==> config.mk <==
export PLATFORM = sky130hd
export DESIGN_NAME = line_position_pid_drive_core_flat
export DESIGN_NICKNAME = d
export VERILOG_FILES = /design/src/sv/lpd_pkg.sv /design/src/sv/lpd_if.sv /design/src/sv/lpd_div.sv /design/src/sv/line_position_pid_drive_core.sv /design/src/flat_wrapper.sv
export SDC_FILE = /design/constraint.sdc
export NUM_CORES = 2
export LEC_CHECK = 0
export ABC_AREA = 1
export BUFFER_PORTS_ARGS = -buffer_cell sky130_fd_sc_hd__buf_2
export CAP_MARGIN = 15
export CORE_ASPECT_RATIO = 0.9
export CORE_MARGIN = 3
export CORE_UTILIZATION = 64
export DETAILED_ROUTE_END_ITERATION = 7
export GPL_TIMING_DRIVEN = 0
export HOLD_SLACK_MARGIN = 0.05
export PLACE_DENSITY = 0.82
export SYNTH_ARGS = -nofsm -noshare
export SYNTH_HDL_FRONTEND = slang
export SYNTH_SLANG_ARGS = --single-unit
==> constraint.sdc <==
create_clock -name i_clk -period 8.35 [get_ports i_clk]
set_input_delay 1.67 -clock i_clk [delete_from_list [all_inputs] [get_ports i_clk]]
set_output_delay 1.67 -clock i_clk [all_outputs]
set_load 0.01 [all_outputs]
==> src/sv/lpd_pkg.sv <==
// ----------------------------------------------------------------------------
// Line position PID drive package
// Shared types, constants and a small helper function.
// ----------------------------------------------------------------------------
`default_nettype none

package lpd_pkg;

    localparam int SENSOR_COUNT = 5;
    localparam int SAMPLE_W     = 12;
    localparam int TICK_W       = 32;
    localparam int GAIN_W       = 16;
    localparam int THRESH_W     = 10;
    localparam int DUTY_W       = 7;
    localparam int HOLD_W       = 10;
    localparam int CFG_IDX_W    = 4;
    localparam int CFG_DATA_W   = 16;
    localparam int STATE_W      = 24;
    localparam int DIV_NUM_W    = 13;
    localparam int DIV_DEN_W    = 3;

    localparam logic [CFG_IDX_W-1:0] CFG_GAIN_P     = 4'd0;
    localparam logic [CFG_IDX_W-1:0] CFG_GAIN_I     = 4'd1;
    localparam logic [CFG_IDX_W-1:0] CFG_GAIN_D     = 4'd2;
    localparam logic [CFG_IDX_W-1:0] CFG_THRESHOLD  = 4'd3;
    localparam logic [CFG_IDX_W-1:0] CFG_BASE_DUTY  = 4'd4;
    localparam logic [CFG_IDX_W-1:0] CFG_DUTY_FLOOR = 4'd5;
    localparam logic [CFG_IDX_W-1:0] CFG_DUTY_CEIL  = 4'd6;
    localparam logic [CFG_IDX_W-1:0] CFG_TURN_PER   = 4'd7;

    localparam logic [DUTY_W-1:0] TURN_DUTY = 7'd60;
    localparam logic [DUTY_W-1:0] DUTY_MAX  = 7'd100;
    localparam logic [HOLD_W-1:0] HOLD_TURN = 10'd500;
    localparam logic [HOLD_W-1:0] HOLD_UTURN = 10'd1000;
    localparam logic [HOLD_W-1:0] HOLD_NONE = 10'd0;
    localparam logic signed [13:0] LOST_ERR = 14'sd640;
    localparam logic signed [STATE_W-1:0] INTEG_MAX = 24'sd7680;

    typedef enum logic [1:0] {
        ACT_FOLLOW = 2'd0,
        ACT_TURN   = 2'd1,
        ACT_UTURN  = 2'd2
    } t_action;

    typedef enum logic [3:0] {
        ST_IDLE,
        ST_TURN,
        ST_SCALE,
        ST_THRESH,
        ST_POS,
        ST_DIV,
        ST_PID,
        ST_MUL,
        ST_CLAMP_L,
        ST_CLAMP_R,
        ST_OUT
    } t_state;

    typedef struct packed {
        logic [SAMPLE_W-1:0] sample_a;
        logic [SAMPLE_W-1:0] sample_b;
        logic [SAMPLE_W-1:0] sample_c;
        logic [SAMPLE_W-1:0] sample_d;
        logic [SAMPLE_W-1:0] sample_e;
        logic [TICK_W-1:0]   now_tick;
    } t_in_item;

    typedef struct packed {
        t_action             action;
        logic                left_forward;
        logic                right_forward;
        logic [DUTY_W-1:0]   left_duty;
        logic [DUTY_W-1:0]   right_duty;
        logic [HOLD_W-1:0]   hold_ms;
    } t_out_item;

    function automatic logic signed [3:0] sensor_weight(input logic [2:0] idx);
        logic signed [3:0] w;
        case (idx)
            3'd0:    w = -4'sd5;
            3'd1:    w = -4'sd3;
            3'd2:    w = 4'sd1;
            3'd3:    w = 4'sd3;
            3'd4:    w = 4'sd5;
            default: w = 4'sd0;
        endcase
        return w;
    endfunction

endpackage

`default_nettype wire

==> src/sv/lpd_if.sv <==
// ----------------------------------------------------------------------------
// Line position PID drive channels
// Valid/ready channel interfaces for samples, drive results and configuration.
// ----------------------------------------------------------------------------
`default_nettype none

interface lpd_in_if;
    logic               valid;
    logic               ready;
    lpd_pkg::t_in_item  data;
    modport source (output valid, output data, input ready);
    modport sink (input valid, input data, output ready);
endinterface

interface lpd_out_if;
    logic               valid;
    logic               ready;
    lpd_pkg::t_out_item data;
    modport source (output valid, output data, input ready);
    modport sink (input valid, input data, output ready);
endinterface

interface lpd_cfg_if;
    logic                                valid;
    logic                                ready;
    logic [lpd_pkg::CFG_IDX_W-1:0]       index;
    logic [lpd_pkg::CFG_DATA_W-1:0]      wdata;
    modport source (output valid, output index, output wdata, input ready);
    modport sink (input valid, input index, input wdata, output ready);
endinterface

`default_nettype wire

==> src/sv/lpd_div.sv <==
// ----------------------------------------------------------------------------
// Line position PID drive divider
// Restoring unsigned divider producing one quotient bit per cycle.
// ----------------------------------------------------------------------------
`default_nettype none

module lpd_div #(
    parameter int NUM_W = lpd_pkg::DIV_NUM_W,
    parameter int DEN_W = lpd_pkg::DIV_DEN_W
) (
    input  logic             i_clk,
    input  logic             i_rst_n,
    input  logic             i_start,
    input  logic [NUM_W-1:0] i_num,
    input  logic [DEN_W-1:0] i_den,
    output logic             o_done,
    output logic [NUM_W-1:0] o_quot
);
    localparam int CNT_W = $clog2(NUM_W + 1);
    localparam logic [CNT_W-1:0] LAST = CNT_W'(NUM_W - 1);

    logic             r_busy;
    logic             r_done;
    logic [CNT_W-1:0] r_cnt;
    logic [NUM_W-1:0] r_num;
    logic [DEN_W-1:0] r_rem;
    logic [DEN_W-1:0] r_den;
    logic [DEN_W:0]   rem_sh;
    logic             q_bit;
    logic [DEN_W:0]   rem_sub;

    assign rem_sh  = {r_rem, r_num[NUM_W-1]};
    assign q_bit   = rem_sh >= {1'b0, r_den};
    assign rem_sub = q_bit ? rem_sh - {1'b0, r_den} : rem_sh;

    always_ff @(posedge i_clk) begin
        if (!i_rst_n) begin
            r_busy <= 1'b0;
            r_done <= 1'b0;
        end else begin
            r_done <= 1'b0;
            if (i_start) begin
                r_busy <= 1'b1;
            end else if (r_busy && r_cnt == LAST) begin
                r_busy <= 1'b0;
                r_done <= 1'b1;
            end
        end
    end

    always_ff @(posedge i_clk) begin
        if (i_start) begin
            r_cnt <= '0;
            r_num <= i_num;
            r_rem <= '0;
            r_den <= i_den;
        end else if (r_busy) begin
            r_cnt <= r_cnt + 1'b1;
            r_num <= {r_num[NUM_W-2:0], q_bit};
            r_rem <= rem_sub[DEN_W-1:0];
        end
    end

    assign o_done = r_done;
    assign o_quot = r_num;

endmodule

`default_nettype wire

==> src/sv/line_position_pid_drive_core.sv <==
// ----------------------------------------------------------------------------
// Line position PID drive core
// Rescales five line sensors, finds the weighted line position and runs a
// PID loop that sets left and right motor duties, with timed and U-turns.
// ----------------------------------------------------------------------------
// Channel   Direction  Transaction
// i_in      sink       five raw samples and the current tick
// o_out     source     action, motor directions, duties and hold time
// i_cfg     sink       register index and write data, always ready
//
// A timed turn goes from acceptance through ST_TURN and ST_OUT back to ready;
// a following step goes through rescaling and thresholding of each sensor,
// the bit-serial divider, the shared multiplier and the remaining states.
// When no sensor sees the line the divider is skipped.
// Reset is synchronous and active low and restores the register defaults.
// Input ready is low while a sample set is being worked on; a stalled
// result holds in the output register until it is taken.
// ----------------------------------------------------------------------------
`default_nettype none

module line_position_pid_drive_core (
    input  logic      i_clk,
    input  logic      i_rst_n,
    lpd_in_if.sink    i_in,
    lpd_out_if.source o_out,
    lpd_cfg_if.sink   i_cfg
);
    import lpd_pkg::*;

    t_state r_state, n_state;

    logic [GAIN_W-1:0]   r_gain_p, r_gain_i, r_gain_d;
    logic [THRESH_W-1:0] r_thresh;
    logic [DUTY_W-1:0]   r_base, r_floor, r_ceil;
    logic [GAIN_W-1:0]   r_turn_per;

    logic signed [STATE_W-1:0] r_last_err, r_integ;
    logic [TICK_W-1:0]         r_last_turn;

    t_in_item                r_item;
    logic [2:0]              r_idx;
    logic [THRESH_W-1:0]     r_v;
    logic                    r_bit;
    logic                    r_all_below;
    logic signed [5:0]       r_ws;
    logic [2:0]              r_n;
    logic                    r_neg;
    logic signed [13:0]      r_err;
    logic signed [17:0]      r_e10;
    logic signed [18:0]      r_diff;
    logic signed [18:0]      r_integ_op;
    logic [1:0]              r_mcnt;
    logic signed [35:0]      r_prod;
    logic signed [39:0]      r_acc;
    logic [DUTY_W-1:0]       r_ldut;
    t_out_item               r_res;
    t_out_item               r_out;
    logic                    r_out_valid;

    logic                    in_acc;
    logic                    out_free;
    logic                    div_start;
    logic                    div_done;
    logic [DIV_NUM_W-1:0]    div_num;
    logic [DIV_NUM_W-1:0]    div_quot;

    logic [TICK_W-1:0]       elapsed;
    logic                    turn_due;
    logic [SAMPLE_W-1:0]     sample;
    logic [21:0]             prod_k;
    logic [9:0]              q0;
    logic [12:0]             rem0;
    logic [9:0]              quo;
    logic                    bit_now;
    logic signed [5:0]       ws_m1;
    logic [4:0]              ws_mag;
    logic signed [17:0]      e10;
    logic signed [STATE_W-1:0] integ_sum;
    logic signed [STATE_W-1:0] integ_sat;
    logic signed [STATE_W-1:0] diff_full;
    logic signed [16:0]      mul_a;
    logic signed [18:0]      mul_b;
    logic signed [40:0]      base_x;
    logic signed [40:0]      duty_x;
    logic [DUTY_W-1:0]       duty_sel;
    logic [DUTY_W-1:0]       duty_out;

    assign in_acc      = i_in.valid && i_in.ready;
    assign out_free    = !r_out_valid || o_out.ready;
    assign i_in.ready  = r_state == ST_IDLE;
    assign i_cfg.ready = 1'b1;
    assign o_out.valid = r_out_valid;
    assign o_out.data  = r_out;

    always_ff @(posedge i_clk) begin
        if (!i_rst_n) begin
            r_gain_p   <= '0;
            r_gain_i   <= '0;
            r_gain_d   <= '0;
            r_thresh   <= 10'd930;
            r_base     <= 7'd50;
            r_floor    <= 7'd45;
            r_ceil     <= 7'd65;
            r_turn_per <= 16'd2000;
        end else if (i_cfg.valid) begin
            case (i_cfg.index)
                CFG_GAIN_P:     r_gain_p   <= i_cfg.wdata;
                CFG_GAIN_I:     r_gain_i   <= i_cfg.wdata;
                CFG_GAIN_D:     r_gain_d   <= i_cfg.wdata;
                CFG_THRESHOLD:  r_thresh   <= i_cfg.wdata[THRESH_W-1:0];
                CFG_BASE_DUTY:  r_base     <= i_cfg.wdata[DUTY_W-1:0];
                CFG_DUTY_FLOOR: r_floor    <= i_cfg.wdata[DUTY_W-1:0];
                CFG_DUTY_CEIL:  r_ceil     <= i_cfg.wdata[DUTY_W-1:0];
                CFG_TURN_PER:   r_turn_per <= i_cfg.wdata;
                default: ;
            endcase
        end
    end

    always_comb begin
        case (r_idx)
            3'd0:    sample = r_item.sample_a;
            3'd1:    sample = r_item.sample_b;
            3'd2:    sample = r_item.sample_c;
            3'd3:    sample = r_item.sample_d;
            default: sample = r_item.sample_e;
        endcase
    end

    // Division by 4095: a shift by twelve underestimates by at most one.
    assign elapsed  = r_item.now_tick - r_last_turn;
    assign turn_due = elapsed >= {16'd0, r_turn_per};
    assign prod_k   = ({10'd0, sample} << 10) - ({10'd0, sample} << 4)
                    - ({10'd0, sample} << 3);
    assign q0       = prod_k[21:12];
    assign rem0     = {1'b0, prod_k[11:0]} + {3'd0, q0};
    assign quo      = q0 + {9'd0, rem0 >= 13'd4095};

    always_comb begin
        if (r_v > r_thresh) begin
            bit_now = 1'b1;
        end else if (r_v < r_thresh) begin
            bit_now = 1'b0;
        end else begin
            bit_now = r_bit;
        end
    end

    assign ws_m1   = r_ws - 6'sd1;
    assign ws_mag  = ws_m1[5] ? 5'(-ws_m1) : ws_m1[4:0];
    assign div_num = {ws_mag, 8'd0};

    assign e10       = (18'(r_err) <<< 3) + (18'(r_err) <<< 1);
    assign integ_sum = r_integ + STATE_W'(e10);
    assign diff_full = STATE_W'(e10) - r_last_err;

    always_comb begin
        if (integ_sum > INTEG_MAX) begin
            integ_sat = INTEG_MAX;
        end else if (integ_sum < -INTEG_MAX) begin
            integ_sat = -INTEG_MAX;
        end else begin
            integ_sat = integ_sum;
        end
    end

    always_comb begin
        case (r_mcnt)
            2'd0: begin
                mul_a = $signed({1'b0, r_gain_p});
                mul_b = 19'(r_e10);
            end
            2'd1: begin
                mul_a = $signed({1'b0, r_gain_i});
                mul_b = r_integ_op;
            end
            default: begin
                mul_a = $signed({1'b0, r_gain_d});
                mul_b = r_diff;
            end
        endcase
    end

    assign base_x = $signed({18'd0, r_base, 16'd0});
    assign duty_x = (r_state == ST_CLAMP_L) ? base_x + 41'(r_acc) : base_x - 41'(r_acc);

    always_comb begin
        if (duty_x > $signed({18'd0, r_ceil, 16'd0})) begin
            duty_sel = r_ceil;
        end else if (duty_x < $signed({18'd0, r_floor, 16'd0})) begin
            duty_sel = r_floor;
        end else begin
            duty_sel = duty_x[22:16];
        end
        duty_out = (duty_sel > DUTY_MAX) ? DUTY_MAX : duty_sel;
    end

    always_comb begin
        n_state   = r_state;
        div_start = 1'b0;
        case (r_state)
            ST_IDLE: begin
                if (in_acc) begin
                    n_state = ST_TURN;
                end
            end
            ST_TURN: begin
                n_state = turn_due ? ST_OUT : ST_SCALE;
            end
            ST_SCALE: begin
                n_state = ST_THRESH;
            end
            ST_THRESH: begin
                n_state = (r_idx == 3'(SENSOR_COUNT - 1)) ? ST_POS : ST_SCALE;
            end
            ST_POS: begin
                if (r_n == 3'd0) begin
                    n_state = ST_PID;
                end else begin
                    div_start = 1'b1;
                    n_state   = ST_DIV;
                end
            end
            ST_DIV: begin
                if (div_done) begin
                    n_state = ST_PID;
                end
            end
            ST_PID: begin
                n_state = ST_MUL;
            end
            ST_MUL: begin
                if (r_mcnt == 2'd3) begin
                    n_state = ST_CLAMP_L;
                end
            end
            ST_CLAMP_L: begin
                n_state = ST_CLAMP_R;
            end
            ST_CLAMP_R: begin
                n_state = ST_OUT;
            end
            ST_OUT: begin
                if (out_free) begin
                    n_state = ST_IDLE;
                end
            end
            default: begin
                n_state = ST_IDLE;
            end
        endcase
    end

    always_ff @(posedge i_clk) begin
        if (!i_rst_n) begin
            r_state <= ST_IDLE;
        end else begin
            r_state <= n_state;
        end
    end

    always_ff @(posedge i_clk) begin
        if (!i_rst_n) begin
            r_out_valid <= 1'b0;
            r_last_err  <= '0;
            r_integ     <= '0;
            r_last_turn <= '0;
        end else begin
            if (r_state == ST_OUT && out_free) begin
                r_out_valid <= 1'b1;
            end else if (o_out.ready) begin
                r_out_valid <= 1'b0;
            end
            if (r_state == ST_TURN && turn_due) begin
                r_last_turn <= r_item.now_tick;
            end
            if (r_state == ST_PID) begin
                r_last_err <= STATE_W'(e10);
                r_integ    <= integ_sat;
            end
        end
    end

    always_ff @(posedge i_clk) begin
        case (r_state)
            ST_IDLE: begin
                r_item <= i_in.data;
            end
            ST_TURN: begin
                r_idx       <= '0;
                r_ws        <= '0;
                r_n         <= '0;
                r_bit       <= 1'b0;
                r_all_below <= 1'b1;
                r_res       <= '{action: ACT_TURN, left_forward: 1'b0,
                                 right_forward: 1'b1, left_duty: TURN_DUTY,
                                 right_duty: TURN_DUTY, hold_ms: HOLD_TURN};
            end
            ST_SCALE: begin
                r_v <= 10'd1000 - quo;
            end
            ST_THRESH: begin
                r_bit       <= bit_now;
                r_all_below <= r_all_below && (r_v < r_thresh);
                if (bit_now) begin
                    r_ws <= r_ws + 6'(sensor_weight(r_idx));
                    r_n  <= r_n + 3'd1;
                end
                r_idx <= r_idx + 3'd1;
            end
            ST_POS: begin
                r_neg <= ws_m1[5];
                if (r_n == 3'd0) begin
                    r_err <= (r_last_err > 0) ? LOST_ERR : -LOST_ERR;
                end
            end
            ST_DIV: begin
                r_err <= r_neg ? -$signed({1'b0, div_quot}) : $signed({1'b0, div_quot});
            end
            ST_PID: begin
                r_e10      <= e10;
                r_diff     <= diff_full[18:0];
                r_integ_op <= integ_sat[18:0];
                r_mcnt     <= '0;
                r_acc      <= '0;
            end
            ST_MUL: begin
                r_prod <= 36'(mul_a * mul_b);
                if (r_mcnt != 2'd0) begin
                    r_acc <= r_acc + 40'(r_prod);
                end
                r_mcnt <= r_mcnt + 2'd1;
            end
            ST_CLAMP_L: begin
                r_ldut <= duty_out;
            end
            ST_CLAMP_R: begin
                if (r_all_below) begin
                    r_res <= '{action: ACT_UTURN, left_forward: 1'b0,
                               right_forward: 1'b1, left_duty: TURN_DUTY,
                               right_duty: TURN_DUTY, hold_ms: HOLD_UTURN};
                end else begin
                    r_res <= '{action: ACT_FOLLOW, left_forward: 1'b1,
                               right_forward: 1'b1, left_duty: r_ldut,
                               right_duty: duty_out, hold_ms: HOLD_NONE};
                end
            end
            ST_OUT: begin
                if (out_free) begin
                    r_out <= r_res;
                end
            end
            default: ;
        endcase
    end

    lpd_div #(
        .NUM_W (DIV_NUM_W),
        .DEN_W (DIV_DEN_W)
    ) u_div (
        .i_clk   (i_clk),
        .i_rst_n (i_rst_n),
        .i_start (div_start),
        .i_num   (div_num),
        .i_den   (r_n),
        .o_done  (div_done),
        .o_quot  (div_quot)
    );

endmodule

`default_nettype wire

==> src/flat_wrapper.sv <==
// flat-port wrapper written by rule: the top's interface ports become plain ports
module line_position_pid_drive_core_flat import lpd_pkg::*;
  (i_clk, i_rst_n, i_in_valid, i_in_data, i_in_ready, o_out_valid, o_out_data, o_out_ready, i_cfg_valid, i_cfg_index, i_cfg_wdata, i_cfg_ready);
  lpd_in_if i_in_i ();
  lpd_out_if o_out_i ();
  lpd_cfg_if i_cfg_i ();
  input  logic i_clk;
  input  logic i_rst_n;
  input wire logic [$bits(i_in_i.valid)-1:0] i_in_valid;
  input wire logic [$bits(i_in_i.data)-1:0] i_in_data;
  output wire logic [$bits(i_in_i.ready)-1:0] i_in_ready;
  output wire logic [$bits(o_out_i.valid)-1:0] o_out_valid;
  output wire logic [$bits(o_out_i.data)-1:0] o_out_data;
  input wire logic [$bits(o_out_i.ready)-1:0] o_out_ready;
  input wire logic [$bits(i_cfg_i.valid)-1:0] i_cfg_valid;
  input wire logic [$bits(i_cfg_i.index)-1:0] i_cfg_index;
  input wire logic [$bits(i_cfg_i.wdata)-1:0] i_cfg_wdata;
  output wire logic [$bits(i_cfg_i.ready)-1:0] i_cfg_ready;
  assign i_in_i.valid = i_in_valid;
  assign i_in_i.data = i_in_data;
  assign i_in_ready = i_in_i.ready;
  assign o_out_valid = o_out_i.valid;
  assign o_out_data = o_out_i.data;
  assign o_out_i.ready = o_out_ready;
  assign i_cfg_i.valid = i_cfg_valid;
  assign i_cfg_i.index = i_cfg_index;
  assign i_cfg_i.wdata = i_cfg_wdata;
  assign i_cfg_ready = i_cfg_i.ready;
  line_position_pid_drive_core u_core (.i_clk(i_clk), .i_rst_n(i_rst_n), .i_in(i_in_i), .o_out(o_out_i), .i_cfg(i_cfg_i));
endmodule
==> reports/qor.csv <==
metric,value,unit
final worst-path cycle share,98.56,%
Critical-path top delay cell,a21oi_1,
clk root buf,clkbuf_16,
Slew HR,29.79,%
"commonest non-fill, non-tap cell in the layout",nand2_1,
Mean Syn Cell Area,8.084,um2
Die X,276.8,um
M2 GR Usage,52.66,%
Initial DRC Count,3202,
Syn Inst Count,5226,
clock period minus worst slack,8.230,ns
DRC,0,
Post-Syn Area,42250,um2
MaxCap Viol Count,0,
Die H,249.7,um
worst vdd rail ir drop,0.3791,mV
Post-DRT Antenna Nets,0,
CTS Sinks,504,
DR vias/cell,5.664,
critical path peak fanout,10,
register area share after synthesis,31.32,%
CTS Buffer Depth,3,
achievable frequency,121.5,MHz
Initial Utilization,65.26,%
fill count,4983,
dpl cells,6232,
post-DR wirelength/cell,17.64,um
GRT Overall Usage,32.15,%
initial antenna violation count,8,
full die area,69140,um2
1st-pass router iterations,6,
crit end category,flop,
Setup CP Type,reg2reg,
largest net degree at the start of global routing,37,
crit path DAT,8.61,ns
Finished Core Util,71.70,%
global route overflow,0,
Pwr Density,225.3,nW/um2
HP Class,reg2reg,
register bit count reported by yosys,504,
cts bufs inserted,52,
Tightest Pin Transition,1.049,ns
layout cells sized above 1,8.045,%
# port buffers,141,
GRT met1 Usage,42.73,%
busiest grt layer,met2,
clock skew,0.02434,ns
Post-synth top flop,edfxtp_1,
asr flop ratio synth,0,%
CP startpoint kind,flop,
setup TNS,0,ns
final setup fails,0,
Synth cell types,67,
placed wire-length estimate,88890,um
nets@finish,6206,
required time worst endpoint,8.73,ns
routability cong.,1.000,
Slew Limit Fails,0,
Yosys warning count,0,
Post-Route WL,111900,um
highest-count cells in the layout ignoring fill and taps,"nand2_1 (1033), inv_1 (1008), nor2_1 (429)",
status,"finished, final reports clean",
CP peak stage delay,0.57,ns
final hold viol count,0,
vias post-DR,35920,
H-tree depth,2,
area grow syn2layout,9.868,%
core area,64740,um2
routing usage on met3,5.902,%
I/O pins,148,
global-route wire length before repair,180400,um
Fin Hold WS,0.4221,ns
"most used cell, CP",fa_1,
FP Rows,88,
worst-skew pair later-pin latency,0.62,ns
clock slew at reported path FFs,0.07,ns
post-route insts no fill,6342,
"EDFF count, synth",314,
Pleak,22.58,nW
CTS tree,done,
vias in the first global route,35410,
## power by group
part           switching [mW]  internal, mW  total [mW]  leakage (nW)
sequential              0.125          3.10        3.23          4.56
combinational            2.99          1.71        4.70          17.1
clock                    1.05          1.49        2.53         0.943
total                    4.16          6.29        10.5          22.6
## final timing paths
check	start	endpoint	slack, ns	depth (start not counted)
hold reg to reg	u_core.r_res[18]	u_core.o_out.data[18]	0.42	0
setup reg to reg	u_core.r_mcnt[0]	u_core.r_prod[33]	0.12	25
setup / recovery	u_core.r_mcnt[0]	u_core.r_prod[33]	0.12	25
hold / removal	u_core.r_res[18]	u_core.o_out.data[18]	0.42	0
## state kept, by name, indices dropped and copies added, names as in the netlist, 19 cells and up
| signal | flops |
|---|---|
| u_core.r_acc | 40 |
| u_core.r_integ | 24 |
| u_core.r_integ_op | 19 |
| u_core.r_item | 92 |
| u_core.r_last_turn | 32 |
| u_core.r_prod | 36 |
## routing by layer
layer  wire, um  share of wire [%]  vias to the layer above
li1           -                  -                    17170
met1      46080                 41                    16920
met2      51850                 46                     1530
met3       9445                8.4                      293
met4       4475                4.0                        2
met5         19              0.017                        -
## stage by stage
step / setup slack [ns] / power [mW] / cell area [um2]
after floorplan: 1.245 / 6.778 / 42260
after global placement: -0.3273 / 7.732 / 44030
after detailed placement: -0.4398 / 7.847 / 44190
after CTS: -0.03024 / 10.39 / 46170
after global routing: -0.01679 / 11.27 / 46420
final: 0.1202 / 10.46 / 46420
## cell families (layout without fill, tap and decap cells)
| family | count (synthesis) | in the layout | share of synthesized area, % |
|---|---|---|---|
| other | 2 | 9 | 0.01778 |
| DFF | 504 | 504 | 31.32 |
| adders and majority gates | 651 | 651 | 24.97 |
| buffers and inverters | 1179 | 1433 | 10.79 |
| AOI/OAI and AO/OA | 913 | 913 | 11.90 |
| xor gates and xnor gates | 155 | 155 | 3.213 |
| and+or+nand+nor | 1822 | 1822 | 17.79 |
## worst max-delay path, delay by kind of cell, from the launching register on
kind                       cells  cell delay [ns]
and+or+nand+nor                1             0.19
adders and majority gates      8             3.68
buffers and inverters          8             1.52
DFF                            1             0.39
xor gates and xnor gates       1             0.25
AOI/OAI and AO/OA              7             1.98
## timing repair
item                                   in CTS  in global routing
buffers inserted                            0                  8
pin swaps                                   0                  3
gates resized for setup                    32                 88
setup endpoints to repair                  10                 22
endpoints found under the hold margin       0                  0
hold buffers                                0                  0
## cell type report
cell class	instances	area (um2)	share of cell area (%)
Sequential cell	504	13230	28.51
Multi-Input combinational cell	3545	24640	53.09
Tap cell	855	1070	2.305
Timing Repair Buffer	157	899.6	1.938
Clock inverter	22	304.0	0.6550
Antenna cell	5	12.51	0.02696
Inverter	1048	3956	8.523
Buffer	130	685.7	1.477
Clock buffer	76	1612	3.472
## cells in the mapped netlist, drive strengths merged (42+ instances only)
cell type,n,area [um2]
a21oi,434,2187
clkbuf,92,345.3
dfxtp,190,3804
edfxtp,314,9429
fa,320,6406
ha,331,4141
inv,1028,3859
nand2,1047,3975
nand3,199,1001
nand4,43,284.0
nor2,442,1699
nor3,42,221.5
o21ai,307,1555
xnor2,49,429.2
xor2,106,928.4
No activity file was read; power rests on OpenSTA's default activity.
